$ cat config.mk
export PLATFORM = sky130hd
export DESIGN_NAME = cgpg_cordic
export DESIGN_NICKNAME = d
export VERILOG_FILES = /design/src/assert_macros.svh /design/src/cgpg_pkg.sv /design/src/cgpg_cordic.sv
export SDC_FILE = /design/constraint.sdc
export NUM_CORES = 2
export LEC_CHECK = 0
export BUFFER_PORTS_ARGS = -buffer_cell sky130_fd_sc_hd__buf_4
export CORE_MARGIN = 3
export CORE_UTILIZATION = 32
export CTS_BUF_LIST = sky130_fd_sc_hd__clkbuf_4
export CTS_CLUSTER_DIAMETER = 60
export DETAILED_ROUTE_END_ITERATION = 7
export PLACE_DENSITY = 0.5
export SKIP_CTS_REPAIR_TIMING = 1
export SLEW_MARGIN = 20
export SYNTH_ARGS = -nofsm -noshare
export SYNTH_HDL_FRONTEND = slang
export SYNTH_SLANG_ARGS = --single-unit
$ cat constraint.sdc
create_clock -name clk -period 7.2 [get_ports clk]
set_clock_uncertainty 0.15 [all_clocks]
set_input_delay 0.72 -clock clk [delete_from_list [all_inputs] [get_ports clk]]
set_output_delay 0.72 -clock clk [all_outputs]
set_load 0.01 [all_outputs]
$ cat src/assert_macros.svh
// Assertion macros used by the top-level RTL file
`ifndef ASSERT_MACROS_SVH
`define ASSERT_MACROS_SVH

// Implication checked on every clock edge outside reset
`define ASSERT_CLK(label, prop, msg) \
    label: assert property (@(posedge clk) disable iff (!rst_n) (prop)) else $error(msg);

// Property that must hold in the cycle after its trigger
`define ASSERT_NEXT(label, trig, prop, msg) \
    label: assert property (@(posedge clk) disable iff (!rst_n) (trig) |=> (prop)) else $error(msg);

`endif

$ cat src/cgpg_pkg.sv
// Package: widths, types and CORDIC step angles for the conic gradient generator
package cgpg_pkg;

    localparam int PALETTE_DEPTH = 256;
    localparam int AW            = $clog2(PALETTE_DEPTH);
    localparam int COORD_BITS    = 11;
    localparam int ANGLE_BITS    = 16;
    localparam int NSTEP         = ANGLE_BITS;
    localparam int DW            = COORD_BITS + 2;
    localparam int PRE_SHIFT     = 24;
    localparam int XW            = DW + PRE_SHIFT + 3;
    localparam int ZW            = ANGLE_BITS + 4;
    localparam int PW            = ZW + 11;

    localparam logic [2:0] REG_CX     = 3'd0;
    localparam logic [2:0] REG_CY     = 3'd1;
    localparam logic [2:0] REG_NENT   = 3'd2;
    localparam logic [2:0] REG_MIRROR = 3'd3;
    localparam logic [2:0] REG_WIDTH  = 3'd4;

    localparam logic MODE_LOAD  = 1'b0;
    localparam logic MODE_PIXEL = 1'b1;

    typedef struct packed {
        logic                  mode;
        logic                  zero;
        logic [7:0]            idx;
        logic [31:0]           colour;
        logic [COORD_BITS-1:0] px;
        logic [COORD_BITS-1:0] py;
    } side_t;

    typedef struct packed {
        logic [31:0]           colour;
        logic [7:0]            slot;
        logic [COORD_BITS-1:0] oy;
        logic [COORD_BITS-1:0] ox;
    } result_t;

    // atan(2^-i) in units of 2^-16 turn, rounded half up
    function automatic logic signed [ZW-1:0] step_angle(input int i);
        logic [15:0] a;
        case (i)
            0:       a = 16'd8192;
            1:       a = 16'd4836;
            2:       a = 16'd2555;
            3:       a = 16'd1297;
            4:       a = 16'd651;
            5:       a = 16'd326;
            6:       a = 16'd163;
            7:       a = 16'd81;
            8:       a = 16'd41;
            9:       a = 16'd20;
            10:      a = 16'd10;
            11:      a = 16'd5;
            12:      a = 16'd3;
            13:      a = 16'd1;
            14:      a = 16'd1;
            default: a = 16'd0;
        endcase
        return $signed({{(ZW-16){1'b0}}, a});
    endfunction

endpackage

$ cat src/cgpg_cordic.sv
// Pipelined vectoring CORDIC: offset vector to angle in fractions of a turn
module cgpg_cordic
    import cgpg_pkg::*;
(
    input  logic                 clk,
    input  logic                 rst_n,
    input  logic                 en,
    input  logic                 in_valid,
    input  side_t                in_side,
    input  logic signed [DW-1:0] dx,
    input  logic signed [DW-1:0] dy,
    output logic                 out_valid,
    output side_t                out_side,
    output logic signed [ZW-1:0] out_z
);

    localparam logic signed [ZW-1:0] HALF = ZW'(1) <<< (ANGLE_BITS - 1);

    logic                 valid_reg [0:NSTEP];
    side_t                side_reg  [0:NSTEP];
    logic signed [XW-1:0] x_reg     [0:NSTEP];
    logic signed [XW-1:0] y_reg     [0:NSTEP];
    logic signed [ZW-1:0] z_reg     [0:NSTEP];

    logic signed [DW-1:0] dxn;
    logic signed [DW-1:0] dyn;
    logic signed [ZW-1:0] z_init;
    side_t                side_next;

    always_comb
    begin
        dxn    = dx[DW-1] ? -dx : dx;
        dyn    = dx[DW-1] ? -dy : dy;
        z_init = '0;
        if (dx[DW-1])
        begin
            z_init = dy[DW-1] ? -HALF : HALF;
        end
        side_next      = in_side;
        side_next.zero = (dx == '0) && (dy == '0);
    end

    always_ff @(posedge clk or negedge rst_n)
    begin
        if (!rst_n)
        begin
            valid_reg[0] <= 1'b0;
        end
        else if (en)
        begin
            valid_reg[0] <= in_valid;
        end
    end

    always_ff @(posedge clk)
    begin
        if (en)
        begin
            side_reg[0] <= side_next;
            x_reg[0]    <= XW'(dxn) <<< PRE_SHIFT;
            y_reg[0]    <= XW'(dyn) <<< PRE_SHIFT;
            z_reg[0]    <= z_init;
        end
    end

    for (genvar i = 0; i < NSTEP; i++)
    begin : g_step
        always_ff @(posedge clk or negedge rst_n)
        begin
            if (!rst_n)
            begin
                valid_reg[i+1] <= 1'b0;
            end
            else if (en)
            begin
                valid_reg[i+1] <= valid_reg[i];
            end
        end

        always_ff @(posedge clk)
        begin
            if (en)
            begin
                side_reg[i+1] <= side_reg[i];
                if (!y_reg[i][XW-1])
                begin
                    x_reg[i+1] <= x_reg[i] + (y_reg[i] >>> i);
                    y_reg[i+1] <= y_reg[i] - (x_reg[i] >>> i);
                    z_reg[i+1] <= z_reg[i] + step_angle(i);
                end
                else
                begin
                    x_reg[i+1] <= x_reg[i] - (y_reg[i] >>> i);
                    y_reg[i+1] <= y_reg[i] + (x_reg[i] >>> i);
                    z_reg[i+1] <= z_reg[i] - step_angle(i);
                end
            end
        end
    end

    assign out_valid = valid_reg[NSTEP];
    assign out_side  = side_reg[NSTEP];
    assign out_z     = side_reg[NSTEP].zero ? '0 : z_reg[NSTEP];

endmodule
==> metrics <==
largest family of logic cells by synthesized area compound AO/OA/AOI/OAI gates; top_reg_cell synth edfxtp_1; clock root cell clkbuf_4; Reg2Reg Depth 21; Crit Path Max Fanout 5; HP Class reg2reg; DRT iter0 DRCs just over 5000; fin crit period 5.96 ns; FF-to-FF Start x_reg[7][10]; vias post-DR 88100; sequential fraction of the synthesis area 51.5%; worst skew pair latency 1.48 ns; f_max 0.168 GHz; Detailed Routing Iterations Pass 1 6; # IOs 179; Fin Hold WS 0.218 ns; antenna-violating nets left 0; crit end category flip-flop; worst path required time around 8.2 ns; DR DRC count 0; Max stage delay on crit path 0.69 ns; # rows 232; Setup Viol. Count Final 0; post-synthesis register bit count 2207; Slew Viols, Final 0; initial antenna violation count 11; CTS tree done; Num Clock Sinks about 2200; GRT overflow 0; Fin Setup TNS 0 ns; max FFs per register 1088; max_cap viols 0; EDFF count, synth ~2200; Initial Utilization 32.2%; Hold Crit Start side_reg[0][19]; area growth from synthesis to layout 13.2%; clk slew on worst S/H paths 0.06 ns; Synth area leaders edfxtp_1 (51%), ha_1 (10%), xnor2_1 (6.6%); Post-layout nets ~13000; reg2reg setup slack roughly 1.2 ns; Synth Instances 11200; total CTS buffers 620; compound-gate portion of the synthesized area 14.3%; Yosys top cell by area edfxtp_1; synth unique cells 94; Mean Syn Cell Area approximately 11 sq um; H-tree levels 6; post-DR wirelength/cell 17.7 microns; die boundary width 640 microns; core area about 0.4 sq mm; Simple-Gate Fraction of Synth Area 10.2%; fin crit share 82.7%; Hold Crit Depth 0; Crit-path slowest cell nor4_1; final hold viol count 0; capture point of the worst reg-to-reg path y_reg[8][39]; share of the synthesized area in the top cell type 51.1%; fraction of registers with async set/reset less than 1%; Hold EP side_reg[0][83]; die area 0.409 sq mm; vias in the first global route 87500; adder-cell share of the synthesized area 11.0%; status complete, no violations; post-synthesis mux area share 0.488%; Critical Path, Cell by Cell or3_1 -> or3b_2 -> nor2_1 -> nand2_1 -> nor3b_1 -> nand3b_1 -> nor4_1 -> a21oi_1 -> xor2_1 -> ha_1 -> a21o_1 -> a21o_1 -> a21oi_1 -> o21ai_0 -> a21oi_1 -> nor2b_1 -> o21ai_0 -> nand2b_1 -> a21oi_1 -> o41ai_1 -> xor2_1; RSZ-0062 raised after global routing no; global-route wire length before repair 489000 microns; DIE HEIGHT 640 microns; GRT Resource Usage Total 14.9%; Via-to-Cell Ratio 4.98; global placer's final weighted congestion 0.912; Least-Margin Pin Slew 1.13 ns; Most common cell on crit path a21oi_1; Startpoint Class flip-flop; layout cells sized above 1 between 10% and 20%; cell area after synthesis 0.129 sq mm; Max Buffers Root-to-Sink 4; syn nets around 12000; CP arrival 6.94 ns; Yosys Warn Count 0; largest net degree at the start of global routing 187; crit path kind reg2reg; final WL approximately 310000 microns; xor/xnor share of the synthesized area 10.2%; Port Buf Inserts 176; Slew HR 23.8%; dpl hpwl 236000 microns
kinds of logic (layout without fill, tap and decap cells):
family          Yosys count  count (layout)
other cells               1               7
mux                      59              59
buf+inv                 757            1970
compound gates         2902            2902
fa+ha+maj              1109            1109
xor+xnor               1493            1493
flops                  2207            2207
simple gates           2699            2699
per-layer routing:
metal  global-route usage [%]  part of all wire (%)
met5                        0                 0.026
met2                     25.6                    49
met3                     2.35                   4.1
met4                     5.58                   3.6
met1                     18.7                    44
cell usage after synthesis (all sizes together), types with 20 or more instances:
| master | n |
|---|---|
| o211ai | 42 |
| a21o | 372 |
| a41oi | 22 |
| o31ai | 150 |
| buf | 88 |
| and3 | 82 |
| a21oi | 909 |
| a21boi | 56 |
| or4 | 46 |
| nand2 | 675 |
| a211oi | 73 |
| o21ai | 614 |
| ha | 1076 |
| o21bai | 134 |
| nand2b | 165 |
| or2 | 33 |
| nand3 | 181 |
| o31a | 20 |
| a2111oi | 21 |
| nor2 | 710 |
| o2111ai | 23 |
| clkbuf | 193 |
| xor2 | 522 |
| nand4 | 87 |
| mux2 | 27 |
| and2 | 51 |
| fa | 33 |
| o41ai | 66 |
| a31o | 26 |
| o21a | 147 |
| inv | 474 |
| mux2i | 32 |
| nor3b | 21 |
| nor2b | 153 |
| nor3 | 264 |
| or3 | 82 |
| nor4 | 81 |
| a31oi | 97 |
| edfxtp | 2190 |
| xnor2 | 971 |
worst max-delay path, delay by kind of cell, from the launching register on:
| kind | cells | cell delay, ns |
|---|---|---|
| AND/OR/NAND/NOR | 9 | 2.65 |
| adder cells (fa/ha/maj) | 1 | 0.36 |
| AO/OA/AOI/OAI | 9 | 1.60 |
| XOR/XNOR | 2 | 0.40 |
| flip-flops | 1 | 0.53 |
layout by cell type, fill, tap and decap left out, types with 147 or more instances in the layout:
| cell type | synthesis | layout |
|---|---|---|
| edfxtp_1 | 2190 | 2190 |
| ha_1 | 1076 | 1076 |
| xnor2_1 | 971 | 971 |
| a21oi_1 | 908 | 908 |
| clkbuf_4 | 0 | 851 |
| nor2_1 | 709 | 709 |
| nand2_1 | 675 | 675 |
| o21ai_0 | 580 | 580 |
| xor2_1 | 522 | 522 |
| inv_1 | 470 | 470 |
| a21o_1 | 372 | 372 |
| nor3_1 | 264 | 264 |
| buf_4 | 65 | 247 |
| dlygate4sd3_1 | 0 | 207 |
| nand3_1 | 181 | 181 |
| nand2b_1 | 164 | 164 |
| nor2b_1 | 153 | 153 |
| o31ai_1 | 149 | 149 |
| o21a_1 | 147 | 147 |
stage by stage:
step	instance area, sq um	util, %	cells	worst slack (ns)
after floorplan	129000	-	11200	1.26
after global placement	136000	34.0	16500	1.07
after detailed placement	136000	34.0	16500	0.997
after CTS	143000	35.9	17500	1.23
after global routing	146000	36.4	17700	0.772
final	146000	36.4	17700	1.24
area by class of cell:
cell class                 count  area (sq um)
timing repair buffer         461          4080
sequential                  2207         66200
clock inverter               182          1200
clock buffer                 851          6390
multi-input combinational   8263         59300
antenna                        6          15.0
fill                       39200        254000
tap                         5265          6590
inverter                     476          1790
worst max path at each step:
stage | from | end | slack (ns)
CTS | x_reg[8][11] | y_reg[9][38] | 1.23
global route | x_reg[7][10] | y_reg[8][39] | 0.77
detailed placement | en | y_reg[11][38] | 1.0
floorplan | en | y_reg[11][38] | 1.26
global placement | en | y_reg[11][38] | 1.07
finish | x_reg[7][10] | y_reg[8][39] | 1.24
Power is not shown: default switching activity piles up to over one toggle a cycle in this logic, so the estimate is an artifact.
